[src/rtl/sbpc_ram.sv]
module sbpc_ram #(
    parameter int WIDTH = 16,
    parameter int DEPTH = 8
) (
    input  logic                     i_clk,
    input  logic                     i_we,
    input  logic [$clog2(DEPTH)-1:0] i_waddr,
    input  logic [WIDTH-1:0]         i_wdata,
    input  logic                     i_re,
    input  logic [$clog2(DEPTH)-1:0] i_raddr,
    output logic [WIDTH-1:0]         o_rdata
);

    logic [WIDTH-1:0] r_mem [DEPTH];
    logic [WIDTH-1:0] r_rdata;

    always_ff @(posedge i_clk) begin
        if (i_we) begin
            r_mem[i_waddr] <= i_wdata;
        end
        if (i_re) begin
            r_rdata <= r_mem[i_raddr];
        end
    end

    assign o_rdata = r_rdata;

endmodule

[config.mk]
export PLATFORM = sky130hd
export DESIGN_NAME = sbpc_ram
export DESIGN_NICKNAME = d
export VERILOG_FILES = /design/src/rtl/sbpc_ram.sv
export SDC_FILE = /design/constraint.sdc
export NUM_CORES = 1
export LEC_CHECK = 0
export ABC_AREA = 1
export BUFFER_PORTS_ARGS = -buffer_cell sky130_fd_sc_hd__clkbuf_2
export CAP_MARGIN = 20
export CORE_ASPECT_RATIO = 0.7
export CORE_MARGIN = 2
export CORE_UTILIZATION = 35
export CTS_BUF_LIST = sky130_fd_sc_hd__clkbuf_16
export CTS_CLUSTER_SIZE = 28
export DETAILED_ROUTE_END_ITERATION = 7
export PLACE_DENSITY = 0.6
export SYNTH_ARGS = -nofsm -noshare
export SYNTH_HDL_FRONTEND = slang
export SYNTH_SLANG_ARGS = --single-unit
export TNS_END_PERCENT = 100
[constraint.sdc]
create_clock -name i_clk -period 2.37 [get_ports i_clk]
set_input_delay 0.474 -clock i_clk [delete_from_list [all_inputs] [get_ports i_clk]]
set_output_delay 0.474 -clock i_clk [all_outputs]
set_load 0.03 [all_outputs]
# [Yosys cells after proc, flatten, opt, wreduce, memory -nomap -nowiden]
# Memory sizes are Yosys's and may differ from the RTL's. A register that Yosys moved wholly into a read port is not among the register bits.
# Cells that the tools add are included.
[word_totals] register_bits=0 mem_bits_rw=128 in_bits=25 output_inout_bits=16 elab_cells=3 memories=1
[op_classes] n_mux=2
[mem_list] memory="r_mem" depth=8 width=16 rd=1 rd_clocked_by_memory_dff=1 wr=1 line="14" text="logic [WIDTH-1:0] r_mem [DEPTH];"
[ops] operator="$mux 1" n=2

# [Logic depth before layout (Yosys ltp)]
[logic_depth] ltp_word=2 depth_mapped=7 mapped_depth_nobuf=6

# [Least setup slack after synthesis]
# OpenSTA, ideal clock, no wires.
[synth_timing] path_type="input -> register" startpoint="input port i_waddr[0]" endpoint="memory r_mem[0][0], enable pin" setup_time_ps=388 arrival_ps=1309 t_required_ps=1982 path_slack_ps=672 cell_stages=3 n_path_buf=0 cell_sequence="inv_1 > nand2_1 > nor2_1"
[synth_rtl] item="start, declared" line="7" text="input logic [$clog2(DEPTH)-1:0] i_waddr,"
[synth_rtl] item="end, declared" line="14"
# Straight into the memory's write port.

# [Worst setup path in the final report]
[layout_timing] startpoint="register r_rdata[14], in the netlist o_rdata[14], read port of r_mem" endpoint="output port o_rdata[14]"
[layout_rtl] item="start, declared" line="15" text="logic [WIDTH-1:0] r_rdata;"
[layout_rtl] item="end, declared" line="11" text="output logic [WIDTH-1:0] o_rdata"
# No word-level cell between the ends.

==> report_table.html <==
<table>
<tr><th>Metric</th><th>Value</th></tr>
<tr><th colspan="2">Critical path</th></tr>
<tr><td>Depth of the worst register-to-register path</td><td>6</td></tr>
<tr><td>Classification of the worst setup path</td><td>register to output pin</td></tr>
<tr><td>Stages on the worst setup path</td><td>1</td></tr>
<tr><td>R2R setup slack</td><td>1.35 ns</td></tr>
<tr><td>Worst endpoint data arrival time</td><td>1.03 ns</td></tr>
<tr><td>Launch point of the critical path</td><td>o_rdata[14]$_DFFE_PP_</td></tr>
<tr><td>Crit end category</td><td>output pin</td></tr>
<tr><td>Required time worst endpoint</td><td>1.90 ns</td></tr>
<tr><td>Cell type group with the largest total delay on the critical path</td><td>flip-flops</td></tr>
<tr><td>Endpoint of the most critical setup path</td><td>o_rdata[14]</td></tr>
<tr><td>Highest cell delay on the worst timing path</td><td>0.41 ns</td></tr>
<tr><td>Critical path's slowest cell</td><td>sky130_fd_sc_hd__edfxtp_1</td></tr>
<tr><td>Cell breakdown of the critical path</td><td>clkbuf_2</td></tr>
<tr><td>Worst R2R Start</td><td>r_mem[2][13]$_DFFE_PP_</td></tr>
<tr><td>Worst-path maximum fanout</td><td>1</td></tr>
<tr><td>Number of buffer and inverter instances along the worst setup path</td><td>1</td></tr>
<tr><td>Element type at the critical path start</td><td>register</td></tr>
<tr><td>End of the worst register-to-register path</td><td>o_rdata[13]$_DFFE_PP_</td></tr>
<tr><th colspan="2">Timing</th></tr>
<tr><td>Timing-limited maximum frequency</td><td>667 MHz</td></tr>
<tr><td>Hold Fails Final Rpt</td><td>0</td></tr>
<tr><td>Final Critical Period</td><td>1.50 ns</td></tr>
<tr><td>Number of setup violations in the final report</td><td>0</td></tr>
<tr><td>Post-route clock skew</td><td>0.00666 ns</td></tr>
<tr><td>Post-Route Setup TNS</td><td>0 ns</td></tr>
<tr><td>Worst slew margin relative to its limit</td><td>0.489</td></tr>
<tr><td>Fin. max-slew vios</td><td>0</td></tr>
<tr><td>Worst hold margin</td><td>0.345 ns</td></tr>
<tr><td>Unrepaired setup endpoints after global routing</td><td>no</td></tr>
<tr><td>Post-route clock period utilization</td><td>0.633</td></tr>
<tr><td>Least-Margin Pin Slew</td><td>0.765 ns</td></tr>
<tr><th colspan="2">Route</th></tr>
<tr><td>Detail-routed via count per cell</td><td>4.44</td></tr>
<tr><td>Routed wirelength normalized by instance count</td><td>14.7 µm</td></tr>
<tr><td>Number of vias in the routed layout</td><td>3904</td></tr>
<tr><td>Antenna Violating Nets Remaining</td><td>0</td></tr>
<tr><td>DRC violations left</td><td>0</td></tr>
<tr><td>Post-detailed-routing wire length</td><td>12900 µm</td></tr>
<tr><td>Count of TritonRoute iterations in the first routing pass</td><td>5</td></tr>
<tr><td>Initial DRC count</td><td>355</td></tr>
<tr><th colspan="2">Clock tree</th></tr>
<tr><td>Worst-skew pair later-pin latency</td><td>0.41 ns</td></tr>
<tr><td>Number of H-tree levels</td><td>4</td></tr>
<tr><td>CTS clk-pin slew, worst paths</td><td>0.06 ns</td></tr>
<tr><td>Clock tree sinks</td><td>144</td></tr>
<tr><td>Count of hold buffers inserted by post-cts repair</td><td>0</td></tr>
<tr><td>Total setup buffers inserted after CTS</td><td>0</td></tr>
<tr><td>CTS tree</td><td>done</td></tr>
<tr><td>Cell at the root of the clock tree</td><td>sky130_fd_sc_hd__clkbuf_16</td></tr>
<tr><td>Total clock buffers created by CTS</td><td>17</td></tr>
<tr><td># resized after CTS</td><td>0</td></tr>
<tr><td>Longest Clk Path Bufs</td><td>2</td></tr>
<tr><th colspan="2">Synth</th></tr>
<tr><td>Mapped Area</td><td>6150 µm²</td></tr>
<tr><td>Seq cells post-synth</td><td>144</td></tr>
<tr><td>Yosys warnings</td><td>0</td></tr>
<tr><td>Synthesized netlist net count</td><td>612</td></tr>
<tr><td>Cell count after synthesis</td><td>587</td></tr>
<tr><td>Count of distinct cell types in the synthesized netlist</td><td>9</td></tr>
<tr><td>Top area cells in the synthesized netlist</td><td>sky130_fd_sc_hd__edfxtp_1, sky130_fd_sc_hd__nand2_1, sky130_fd_sc_hd__inv_1</td></tr>
<tr><td>Average cell area after synthesis</td><td>10.5 µm²</td></tr>
<tr><td>Register area share after synthesis</td><td>0.703</td></tr>
<tr><td>Share of Yosys cell area claimed by the top area cell type</td><td>0.703</td></tr>
<tr><td>Top cell type by total area after synthesis</td><td>sky130_fd_sc_hd__edfxtp_1</td></tr>
<tr><th colspan="2">Floorplan</th></tr>
<tr><td>DIE WIDTH</td><td>162 µm</td></tr>
<tr><td>Site row count</td><td>40</td></tr>
<tr><td>Core box area</td><td>17200 µm²</td></tr>
<tr><td>Area enclosed by the die boundary</td><td>18700 µm²</td></tr>
<tr><td>Die height</td><td>115 µm</td></tr>
<tr><td>Top-level port count</td><td>41</td></tr>
<tr><td>Starting density of the core</td><td>0.358</td></tr>
<tr><th colspan="2">Layout</th></tr>
<tr><td>Post-route cell area</td><td>7150 µm²</td></tr>
<tr><td>Fill cell total of the finished layout</td><td>1639</td></tr>
<tr><td>Sequential standard cell area</td><td>4320 µm²</td></tr>
<tr><td>Count of placed standard cells in the final layout, fillers left out</td><td>880</td></tr>
<tr><td>Final layout net count</td><td>663</td></tr>
<tr><td>Multi-input gate area in the final layout</td><td>1150 µm²</td></tr>
<tr><td>Ratio of cells with drive above 1 in the final layout</td><td>0.126</td></tr>
<tr><td>Area growth from synthesis to layout</td><td>16.3%</td></tr>
<tr><td>Antenna diode count</td><td>0</td></tr>
<tr><th colspan="2">Min path</th></tr>
<tr><td>Worst hold path class</td><td>input pin to register</td></tr>
<tr><td>Launch instance of the worst min-delay path</td><td>i_wdata[13]</td></tr>
<tr><th colspan="2">Place</th></tr>
<tr><td>Number of cells after detailed placement</td><td>850</td></tr>
<tr><td>Post-Place Cell Area</td><td>6600 µm²</td></tr>
<tr><td>Count of port buffers added during placement</td><td>40</td></tr>
<tr><td>HPWL after detailed placement</td><td>7320 µm</td></tr>
<tr><td>Placer Congestion</td><td>0.718</td></tr>
<tr><th colspan="2">Global route</th></tr>
<tr><td>Wire length of the first global-routing pass</td><td>20500 µm</td></tr>
<tr><td>Number of global-route vias before repair</td><td>3834</td></tr>
<tr><td>Antenna violations before repair</td><td>0</td></tr>
<tr><td>Pin count of the biggest net entering global routing</td><td>33</td></tr>
<tr><td>GRT Util Overall</td><td>0.148</td></tr>
<tr><td>Total congestion overflow</td><td>0</td></tr>
<tr><th colspan="2">Power and ir drop</th></tr>
<tr><td>IR Drop Worst-Case VDD</td><td>0.459 mV</td></tr>
<tr><td>Power density over the cells</td><td>815 nW/µm²</td></tr>
<tr><td>Leakage</td><td>3.26 nW</td></tr>
<tr><td>Final Total Pwr</td><td>5.83 mW</td></tr>
<tr><th colspan="2">Run</th></tr>
<tr><td>Number of max-capacitance violations reported</td><td>0</td></tr>
<tr><th colspan="2">Status</th></tr>
<tr><td>Result of the run</td><td>completed</td></tr>
</table>
-- worst min path at each step --
stage	cells after the start	endpoint
CTS	1	r_mem[2][4]$_DFFE_PP_
detailed placement	6	o_rdata[8]$_DFFE_PP_
global placement	6	o_rdata[8]$_DFFE_PP_
finish	1	r_mem[3][13]$_DFFE_PP_
floorplan	0	r_mem[0][0]$_DFFE_PP_
global route	1	r_mem[2][5]$_DFFE_PP_
-- layout by cell type (no fill, tap or decap) --
| cell | n |
|---|---|
| sky130_fd_sc_hd__clkbuf_2 | 40 |
| sky130_fd_sc_hd__nor2_1 | 8 |
| sky130_fd_sc_hd__inv_1 | 133 |
| sky130_fd_sc_hd__buf_16 | 1 |
| sky130_fd_sc_hd__clkinv_2 | 3 |
| sky130_fd_sc_hd__nand3_1 | 64 |
| sky130_fd_sc_hd__clkinv_4 | 3 |
| sky130_fd_sc_hd__bufinv_16 | 2 |
| sky130_fd_sc_hd__buf_4 | 14 |
| sky130_fd_sc_hd__inv_2 | 1 |
| sky130_fd_sc_hd__nand2_1 | 214 |
| sky130_fd_sc_hd__edfxtp_1 | 144 |
| sky130_fd_sc_hd__clkbuf_16 | 17 |
| sky130_fd_sc_hd__clkinvlp_4 | 1 |
| sky130_fd_sc_hd__clkinv_1 | 4 |
-- metal layers --
| metal | share of wire | up-vias | GRT usage | routed length [µm] |
|---|---|---|---|---|
| met5 | 0 | - | 0 | 0 |
| met4 | 0.016 | 0 | 0.0572 | 212 |
| met3 | 0.048 | 21 | 0.0343 | 622 |
| met2 | 0.47 | 113 | 0.243 | 6040 |
| met1 | 0.47 | 1840 | 0.194 | 6050 |
| li1 | - | 1930 | - | - |
-- power breakdown --
| part | internal (mW) | leakage, nW | switching (mW) | total (mW) |
|---|---|---|---|---|
| sequential | 2.91 | 1.32 | 0.0243 | 2.93 |
| clock | 1.52 | 0.268 | 0.983 | 2.50 |
| combinational | 0.112 | 1.67 | 0.280 | 0.392 |
| total | 4.54 | 3.26 | 1.29 | 5.83 |
-- metrics by stage --
stage / util / setup slack [ns]
floorplan: - / 0.672
CTS: 0.417 / 0.847
finish: 0.417 / 0.870
detailed placement: 0.385 / 0.533
global route: 0.417 / 0.842
global placement: 0.383 / 0.348
-- cells in the mapped netlist --
master	n
sky130_fd_sc_hd__edfxtp_1	144
sky130_fd_sc_hd__buf_4	4
sky130_fd_sc_hd__nand3_1	64
sky130_fd_sc_hd__nand2_1	214
sky130_fd_sc_hd__buf_2	12
sky130_fd_sc_hd__nor2_1	8
sky130_fd_sc_hd__inv_2	1
sky130_fd_sc_hd__buf_6	7
sky130_fd_sc_hd__inv_1	133
-- flip-flops by register name, indices dropped and copies added (netlist names) --
register	count
r_mem	128
o_rdata	16
-- cells by family (layout without fill, tap and decap cells) --
family        count (synthesis)  after routing  share of synthesized area
simple gates                286            286                      0.188
buf+inv                     157            219                      0.109
flops                       144            144                      0.703
-- final cells by class --
| type | count | share of cell area |
|---|---|---|
| Multi-Input combinational cell | 286 | 0.161 |
| Clock buffer | 17 | 0.0595 |
| Timing Repair Buffer | 55 | 0.0465 |
| Tap cell | 231 | 0.0404 |
| Inverter | 134 | 0.0703 |
| Sequential cell | 144 | 0.605 |
| Clock inverter | 13 | 0.0173 |
Power figures use the tool's default switching activity.
