**src/rtl/sbpc_pkg.sv**
```systemverilog
package sbpc_pkg;

    localparam int DATA_W    = 16;
    localparam int ADDR_W    = 13;
    localparam int REG_W     = 3;
    localparam int NUM_REGS  = 8;
    localparam int MEM_WORDS = 8192;

    typedef enum logic [1:0] {
        CMD_WRITE_MEM = 2'd0,
        CMD_EXEC      = 2'd1,
        CMD_READ_REG  = 2'd2,
        CMD_READ_MEM  = 2'd3
    } t_cmd;

    typedef enum logic [2:0] {
        S_CLEAR,
        S_IDLE,
        S_RESP,
        S_FETCH,
        S_EXEC,
        S_LWB
    } t_state;

    localparam logic [2:0] OP_ALU  = 3'd0;
    localparam logic [2:0] OP_ADDI = 3'd1;
    localparam logic [2:0] OP_J    = 3'd2;
    localparam logic [2:0] OP_JAL  = 3'd3;
    localparam logic [2:0] OP_LW   = 3'd4;
    localparam logic [2:0] OP_SW   = 3'd5;
    localparam logic [2:0] OP_JEQ  = 3'd6;
    localparam logic [2:0] OP_SLTI = 3'd7;

    localparam logic [3:0] FN_ADD = 4'd0;
    localparam logic [3:0] FN_SUB = 4'd1;
    localparam logic [3:0] FN_OR  = 4'd2;
    localparam logic [3:0] FN_AND = 4'd3;
    localparam logic [3:0] FN_SLT = 4'd4;
    localparam logic [3:0] FN_JR  = 4'd8;

    localparam logic [REG_W-1:0] LINK_REG = 3'd7;

    typedef struct packed {
        logic              rf_we;
        logic [REG_W-1:0]  rf_waddr;
        logic [DATA_W-1:0] rf_wdata;
        logic              mem_we;
        logic              is_lw;
        logic [ADDR_W-1:0] mem_addr;
        logic [DATA_W-1:0] mem_wdata;
        logic [DATA_W-1:0] next_pc;
        logic              halt_set;
    } t_exec_res;

endpackage

```
**src/rtl/sbpc_exec.sv**
```systemverilog
module sbpc_exec (
    input  logic [sbpc_pkg::DATA_W-1:0] i_instr,
    input  logic [sbpc_pkg::DATA_W-1:0] i_a,
    input  logic [sbpc_pkg::DATA_W-1:0] i_b,
    input  logic [sbpc_pkg::DATA_W-1:0] i_pc,
    output sbpc_pkg::t_exec_res         o_res
);

    always_comb begin
        logic [2:0]                  top;
        logic [sbpc_pkg::REG_W-1:0]  rb;
        logic [sbpc_pkg::REG_W-1:0]  rc;
        logic [sbpc_pkg::DATA_W-1:0] imm;
        logic [sbpc_pkg::ADDR_W-1:0] target;
        logic [sbpc_pkg::DATA_W-1:0] pc_inc;
        logic [sbpc_pkg::DATA_W-1:0] daddr;

        top    = i_instr[15:13];
        rb     = i_instr[9:7];
        rc     = i_instr[6:4];
        imm    = {{9{i_instr[6]}}, i_instr[6:0]};
        target = i_instr[12:0];
        pc_inc = i_pc + 16'd1;
        daddr  = i_a + imm;

        o_res           = '0;
        o_res.next_pc   = pc_inc;
        o_res.mem_addr  = daddr[sbpc_pkg::ADDR_W-1:0];
        o_res.mem_wdata = i_b;
        o_res.rf_waddr  = rb;

        case (top)
            sbpc_pkg::OP_ALU: begin
                o_res.rf_waddr = rc;
                case (i_instr[3:0])
                    sbpc_pkg::FN_ADD: begin
                        o_res.rf_we    = 1'b1;
                        o_res.rf_wdata = i_a + i_b;
                    end
                    sbpc_pkg::FN_SUB: begin
                        o_res.rf_we    = 1'b1;
                        o_res.rf_wdata = i_a - i_b;
                    end
                    sbpc_pkg::FN_OR: begin
                        o_res.rf_we    = 1'b1;
                        o_res.rf_wdata = i_a | i_b;
                    end
                    sbpc_pkg::FN_AND: begin
                        o_res.rf_we    = 1'b1;
                        o_res.rf_wdata = i_a & i_b;
                    end
                    sbpc_pkg::FN_SLT: begin
                        o_res.rf_we    = 1'b1;
                        o_res.rf_wdata = {15'd0, i_a < i_b};
                    end
                    sbpc_pkg::FN_JR: begin
                        if (i_instr[9:4] == 6'd0) begin
                            o_res.next_pc = i_a;
                        end
                    end
                    default: begin
                    end
                endcase
            end
            sbpc_pkg::OP_ADDI: begin
                o_res.rf_we    = 1'b1;
                o_res.rf_wdata = daddr;
            end
            sbpc_pkg::OP_J: begin
                o_res.halt_set = (target == i_pc[sbpc_pkg::ADDR_W-1:0]);
                o_res.next_pc  = {3'd0, target};
            end
            sbpc_pkg::OP_JAL: begin
                o_res.rf_we    = 1'b1;
                o_res.rf_waddr = sbpc_pkg::LINK_REG;
                o_res.rf_wdata = pc_inc;
                o_res.next_pc  = {3'd0, target};
            end
            sbpc_pkg::OP_LW: begin
                o_res.rf_we = 1'b1;
                o_res.is_lw = 1'b1;
            end
            sbpc_pkg::OP_SW: begin
                o_res.mem_we = 1'b1;
            end
            sbpc_pkg::OP_JEQ: begin
                if (i_a == i_b) begin
                    o_res.next_pc = pc_inc + imm;
                end
            end
            default: begin
                o_res.rf_we    = 1'b1;
                o_res.rf_wdata = {15'd0, i_a < imm};
            end
        endcase

        // register 0 is never written
        if (o_res.rf_waddr == '0) begin
            o_res.rf_we = 1'b0;
        end
    end

endmodule

```
**config.mk**
```make
export PLATFORM = sky130hd
export DESIGN_NAME = sbpc_exec
export DESIGN_NICKNAME = d
export VERILOG_FILES = /design/src/rtl/sbpc_pkg.sv /design/src/rtl/sbpc_exec.sv
export SDC_FILE = /design/constraint.sdc
export NUM_CORES = 1
export LEC_CHECK = 0
export BUFFER_PORTS_ARGS = -buffer_cell sky130_fd_sc_hd__buf_2
export CAP_MARGIN = 20
export CORE_MARGIN = 4
export CORE_UTILIZATION = 28
export DETAILED_ROUTE_END_ITERATION = 16
export MAX_ROUTING_LAYER = met4
export PLACE_DENSITY_LB_ADDON = 0.05
export SYNTH_ARGS = -nofsm -noshare
export SYNTH_HDL_FRONTEND = slang
export SYNTH_SLANG_ARGS = --single-unit
```
**constraint.sdc**
```tcl
create_clock -name vclk -period 2.3
set_input_delay 0 -clock vclk [all_inputs]
set_output_delay 0 -clock vclk [all_outputs]
set_load 0.01 [all_outputs]
```
Yosys cells after proc, flatten, opt, wreduce, memory -nomap -nowiden
Index checks and enable logic that the tools add are counted.

operators by class
  add/subtract/negate cells = 5
  $lt $le $gt $ge = 2
  equal/unequal tests = 13
  muxes and demuxes = 13
  bitwise operators = 2
  reductions and logical operators = 8

operators by type and width
  kind                   count
  $pmux 16 s5            1
  $pmux 16 s4            1
  $add 16x16->16         3
  $mux 16                3
  $pmux 16 s3            1
  $lt 16x16->1           2
  $add 16x1->16 const B  1
  $and 16x16->16         1
  $eq 16x16->1           1
  $or 16x16->16          1
  $sub 16x16->16         1
  $eq 13x13->1           1
  $eq 3x3->1 const B     3
  $eq 4x2->1 const B     2
  $eq 3x2->1 const B     2
  $logic_not 3->1        2
  $logic_not 6->1        1
  $pmux 3 s2             1
  $mux 1                 5
  $reduce_or 5->1        1
  $eq 4x1->1 const B     1
  $eq 4x3->1 const B     1
  $eq 4x4->1 const B     1
  $logic_not 4->1        1
  5 further kinds        5

word-level totals
  register bits after elaboration = 0
  input bits = 64
  output and inout bits = 68
  word-level logic and storage cells = 43

Longest topological paths before layout
Gate-level depths: netlist of the first run.

  word-level depth = 5
  gate-level depth with buffers = 15
  mapped depth without buffers = 15

Worst setup path after synthesis of the first run
No wires, ideal clock.

  kind = input-to-output
  from = input i_instr[6] in the netlist's numbering
  to = output o_res[59] in the netlist's numbering
  data arrival time = 2.430 ns
  required time = 2.300 ns
  path slack = -0.130 ns
  cell stages on the path = 11
  buffers on the path = 1
  cell sequence = clkbuf_1 -> inv_1 -> ha_1 -> inv_1 -> a21oi_1 -> or2_2 -> o41ai_1 -> mux2_2 -> o31ai_1 -> nand2_1 -> a31oi_1

RTL lines
  item             line            RTL
  start, declared  sbpc_exec.sv:2  input logic [sbpc_pkg::DATA_W-1:0] i_instr,
  end, declared    sbpc_exec.sv:6  output sbpc_pkg::t_exec_res o_res

==> results of run 1 <==
## repair_timing
item / in CTS / in global routing
hold endpoints to repair: 0 / 0
setup endpoints to repair: 28 / 30
buffers inserted: 25 / 11
pin swaps: 68 / 75
hold buffers: 0 / 0
gates resized for setup: 151 / 101
## power by group
| group | total, mW | leakage [nW] | switching [mW] | internal, mW |
|---|---|---|---|---|
| registers | 0 | 0 | 0 | 0 |
| clock network | 0 | 0 | 0 | 0 |
| logic | 2.40 | 4.37 | 1.23 | 1.17 |
## cell usage in the layout (no fill, tap or decap), types with 6 or more instances in the layout
master    netlist  layout
a211oi_2        0       6
a21o_1          8       8
a21oi_1        68      43
a21oi_2         1      17
a21oi_4         0       9
a22oi_1        10       7
and2_1          7       7
and3_1          8       6
buf_2           3     122
buf_4          17     251
buf_6           0      19
ha_1           98      71
ha_4            0      24
inv_1          76      63
inv_2           1      12
nand2_1        53      47
nand2b_1       14      13
nand3_1        17      13
nor2_1         68      64
nor2b_1        17      15
nor3_1         21      14
o211ai_1       13      13
o21a_1          6       6
o21ai_0        39      22
o21ai_1         1      13
o21bai_1       16      12
o221ai_2        0       9
xnor2_1        42      34
xnor2_2         0       6
xor2_1         14       9
## synthesized netlist by cell type (6+ instances only)
library cell / n
nor2b_1: 17
xor2_1: 14
a22oi_1: 10
o221ai_1: 10
o21a_1: 6
or3_1: 6
a221oi_1: 7
nor3_1: 21
o21ai_0: 39
a21oi_1: 68
nand2_1: 53
a21o_1: 8
nand3_1: 17
nand2b_1: 14
o21bai_1: 16
clkbuf_1: 23
inv_1: 76
buf_4: 17
o211ai_1: 13
nor4_1: 6
o31ai_1: 6
o22ai_1: 7
xnor2_1: 42
ha_1: 98
a31oi_1: 7
and3_1: 8
nor2_1: 68
and2_1: 7
a211oi_1: 11
## routing by layer
layer | vias to the layer above | wire length (um) | share of wire | track usage
met2 | 201 | 13360 | 0.50 | 0.4165
met3 | 27 | 1073 | 0.040 | 0.01273
met5 | - | 0 | 0 | -
met1 | 3489 | 12010 | 0.45 | 0.3173
li1 | 3513 | - | - | -
met4 | 0 | 386 | 0.014 | 0.02963
## how the worst min path moves through the flow
stage                        from        end  slack [ns]  cells past startpoint
after floorplan            i_b[0]  o_res[17]        0.09                      1
after global placement    i_b[11]  o_res[28]        0.22                      2
after detailed placement  i_b[14]  o_res[31]        0.22                      2
after CTS                  i_b[0]  o_res[17]        0.22                      2
after global routing       i_b[0]  o_res[17]        0.22                      2
final                      i_b[0]  o_res[17]        0.21                      2
## worst max-delay path: stages
cell and delay (ns):
buf_8 0.08, clkinvlp_4 0.13, ha_4 0.31, buf_4 0.11, a211oi_2 0.07, or3_4 0.43
a2111oi_4 0.42, o211ai_2 0.17, nand3_2 0.08, nand3_1 0.08, a211o_1 0.30, a211o_1 0.26
buf_2 0.14
## cell type report
type,count,area (um2),share of cell area
timing repair buffer,398,2804,0.2985
tap,234,292.8,0.03117
inverter,77,295.3,0.03143
multi-input combinational,659,6002,0.6389
## cells by family after synthesis
| family | Yosys count | synth area share |
|---|---|---|
| multiplexers | 7 | 0.01356 |
| XOR/XNOR | 56 | 0.09167 |
| adder cells (fa/ha/maj) | 102 | 0.2442 |
| buffers and inverters | 121 | 0.09752 |
| AO/OA/AOI/OAI | 254 | 0.3319 |
| AND/OR/NAND/NOR | 240 | 0.2212 |
## through the flow
| step | instances | utilization | area (um2) | hold WS, ns | TNS, ns |
|---|---|---|---|---|---|
| 6_report | 1368 | 0.5005 | 9394 | 0.2134 | -1.686 |
| 5_1_grt | 1368 | 0.5005 | 9394 | 0.2236 | -3.334 |
| 3_3_place_gp | 1336 | 0.4188 | 7860 | 0.2158 | -7.140 |
| 4_1_cts | 1357 | 0.4681 | 8785 | 0.2167 | -1.860 |
| 3_5_place_dp | 1336 | 0.4188 | 7860 | 0.2191 | -7.463 |
| 2_1_floorplan | 780 | - | 5373 | 0.09177 | 0 |
==> impl_metrics.tcl, run 1 <==
set metrics [dict create \
    crit_path_start_kind "input port" \
    num_rows 50 \
    slew_violations 0 \
    postSynthCellCount 780 \
    power.leakage_nw 4.365 \
    yosysSeqAreaShare 0 \
    drive_gt1_frac 0.5150 \
    yosysWarnings 0 \
    grt-ovfl-total 0 \
    postRouteWirelength_um 26820 \
    yosys.area.top_type_share 0.2292 \
    yosysUniqueCellTypes 80 \
    final_nets 1302 \
    fmax_mhz 388.5 \
    synth_largest_area_cell "ha_1" \
    fin_ws_ns -0.2743 \
    synthesis.nets 946 \
    area_growth_pct 75.58 \
    num_vias 7230 \
    die_w_um 146.2 \
    hold_violations 0 \
    antenna_cells 0 \
    regArea_um2 0 \
    drt_iter0_markers 399 \
    fin_crit_sh 1.119 \
    crit_path_start "i_a[1]" \
    clock_buffers 0 \
    crit_arrival_ns 2.57 \
    powerDensity_nw_per_um2 255.5 \
    track_usage 0.2396 \
    dr.pass1.iters 5 \
    ant_nets 0 \
    grt_max_degree 25 \
    synth.area.top_cells "ha_1 23%, xnor2_1 6.9%, a21oi_1 6.4%" \
    antenna_found_initial 0 \
    cp.required_ns 2.30 \
    hp-class "input port to output pin" \
    drc 0 \
    dieArea_um2 21380 \
    wl_per_cell_um 19.61 \
    core_area_um2 18770 \
    start_util 0.2851 \
    max_slew_margin 0.5784 \
    ir_worst_vdd_mv 0.09528 \
    die_y_um 146.2 \
    synth_area_per_cell_um2 6.859 \
    cp-end-kind "output pin" \
    critPathKind "input port to output pin" \
    critPathMaxFanout 4 \
    endpoint "o_res[63]" \
    setup_viol_count_final 13 \
    grt_pass1_vias 7415 \
    grt_pass1_wl_um 40640 \
    netlist_area_um2 5350 \
    status "complete, but fails checks" \
    period_needed_ns 2.574 \
    gp_congestion 0.9440 \
    tightestPinTransition_ns 0.6286 \
    violations "negative setup slack" \
    dp_slack_ns -0.4684 \
    drv_cap 0 \
    power_mw 2.400 \
    hpwl_um 21740 \
    io_buffers 132 \
    grt_setup_unrepaired "yes" \
    nFillCells 1921 \
    via_per_inst 5.285 \
    nFlopsAndLatches 0 \
    pin_count 132 \
]
(Power assumes the default switching activity.)
==> run 2: changes to the inputs <==
- SKIP_LAST_GASP: default -> 1
==> run 2 against run 1 <==
The run still ends with negative setup slack left. Cell count is 0.15% higher. Sequential share of layout area unchanged. Global-route usage hardly changed. First-iteration DRC count fell by 2.8%.
==> impl_metrics.tcl, run 2 (synthesized netlist as in run 1, its figures left out) <==
set metrics [dict create \
    status "complete, but fails checks" \
    violations "negative setup slack" \
    area_growth_pct 75.54 \
    gp_congestion 0.9440 \
    power.leakage_nw 4.365 \
    io_buffers 132 \
    drive_gt1_frac 0.5141 \
    final_nets 1304 \
    via_per_inst 5.297 \
    num_vias 7257 \
    regArea_um2 0 \
    fin_ws_ns -0.2325 \
    hp-class "input port to output pin" \
    final_core_util 0.5004 \
    holdPathStages 2 \
    final_common_cell "buf_4" \
    ant_nets 0 \
    hold_end "o_res[17]" \
    period_needed_ns 2.533 \
    grt_max_degree 25 \
    dr.pass1.iters 5 \
    dp_slack_ns -0.4684 \
    fin_hold_ws_ns 0.2131 \
    critPathKind "input port to output pin" \
    cp-end-kind "output pin" \
    nFillCells 1922 \
    nFlopsAndLatches 0 \
    hold_violations 0 \
    min_from "i_b[0]" \
    track_usage 0.2397 \
    wl_met3_um 934 \
    tightestPinTransition_ns 0.6126 \
    antenna_cells 0 \
    antenna_found_initial 0 \
    num_rows 50 \
    fmax_mhz 394.9 \
    grt-ovfl-total 0 \
    drt_iter0_markers 388 \
    dieArea_um2 21380 \
    die_w_um 146.2 \
    grt_pass1_vias 7418 \
    fin_crit_sh 1.101 \
    start_util 0.2851 \
    most-common-layout-cells "258 x buf_4, 121 x buf_2, 70 x ha_1, 64 x nor2_1, 62 x inv_1" \
    crit_arrival_ns 2.53 \
    clock_buffers 0 \
    cp.required_ns 2.30 \
    core_area_um2 18770 \
    grt_pass1_wl_um 40650 \
    drv_cap 0 \
    critPathMaxFanout 5 \
    slew_violations 0 \
    met1_length_um 12130 \
    ir_worst_vdd_mv 0.09575 \
    wl_per_cell_um 19.56 \
    hold_buffers 0 \
    max_slew_margin 0.5891 \
    pin_count 132 \
    setup_tns_ns -1.785 \
    crit_path_start_kind "input port" \
    routed.top_layer "met4" \
    grt_setup_unrepaired "yes" \
    postRouteWirelength_um 26790 \
    powerDensity_nw_per_um2 256.4 \
    drc 0 \
    die_y_um 146.2 \
    setup_viol_count_final 13 \
    met2_length_um 13310 \
    multi_input_area_um2 5997 \
    hpwl_um 21740 \
]
## run 2: through the flow
step	power [mW]	area, um2	instances
floorplan	0.9961	5373	780
global route	2.600	9392	1370
detailed placement	1.935	7860	1336
global placement	1.925	7860	1336
CTS	2.189	8773	1357
finish	2.408	9392	1370
## run 2: layout make-up
type                            count  share of cell area
Inverter                           77             0.03144
Multi-Input combinational cell    659              0.6386
Timing Repair Buffer              400              0.2988
Tap cell                          234             0.03118
## run 2: routing by layer
metal	global-route usage	vias to the layer above
met1	0.3173	3512
li1	-	3521
met2	0.4168	197
met3	0.01273	27
met4	0.02963	0
met5	-	-
## run 2: timing repair
action | in CTS | in global routing
endpoints found under the setup margin | 28 | 30
pin swaps | 68 | 88
setup buffers | 25 | 14
resized for setup | 148 | 103
## run 2: worst max-delay path: stages
cell and delay [ns]:
buf_8 0.10, buf_4 0.15, ha_2 0.19, o21bai_2 0.19, o211ai_1 0.26, a31oi_2 0.16, o31a_1 0.32, a221oi_4 0.34
a211oi_2 0.11, a211o_1 0.29, a211o_1 0.26, buf_2 0.14
## run 2: worst max-delay path by stage
stage | depth (start not counted) | start | endpoint | slack, ns
6_report | 12 | i_a[1] | o_res[63] | -0.23
5_1_grt | 18 | i_b[1] | o_res[51] | -0.33
3_5_place_dp | 13 | i_a[1] | o_res[61] | -0.47
2_1_floorplan | 11 | i_instr[6] | o_res[59] | 0.02
3_3_place_gp | 17 | i_pc[0] | o_res[16] | -0.42
4_1_cts | 13 | i_b[1] | o_res[63] | -0.26
## run 2: power by group
group | switching (mW) | total, mW | internal (mW) | leakage [nW]
logic | 1.23 | 2.41 | 1.18 | 4.36
clock network | 0 | 0 | 0 | 0
registers | 0 | 0 | 0 | 0
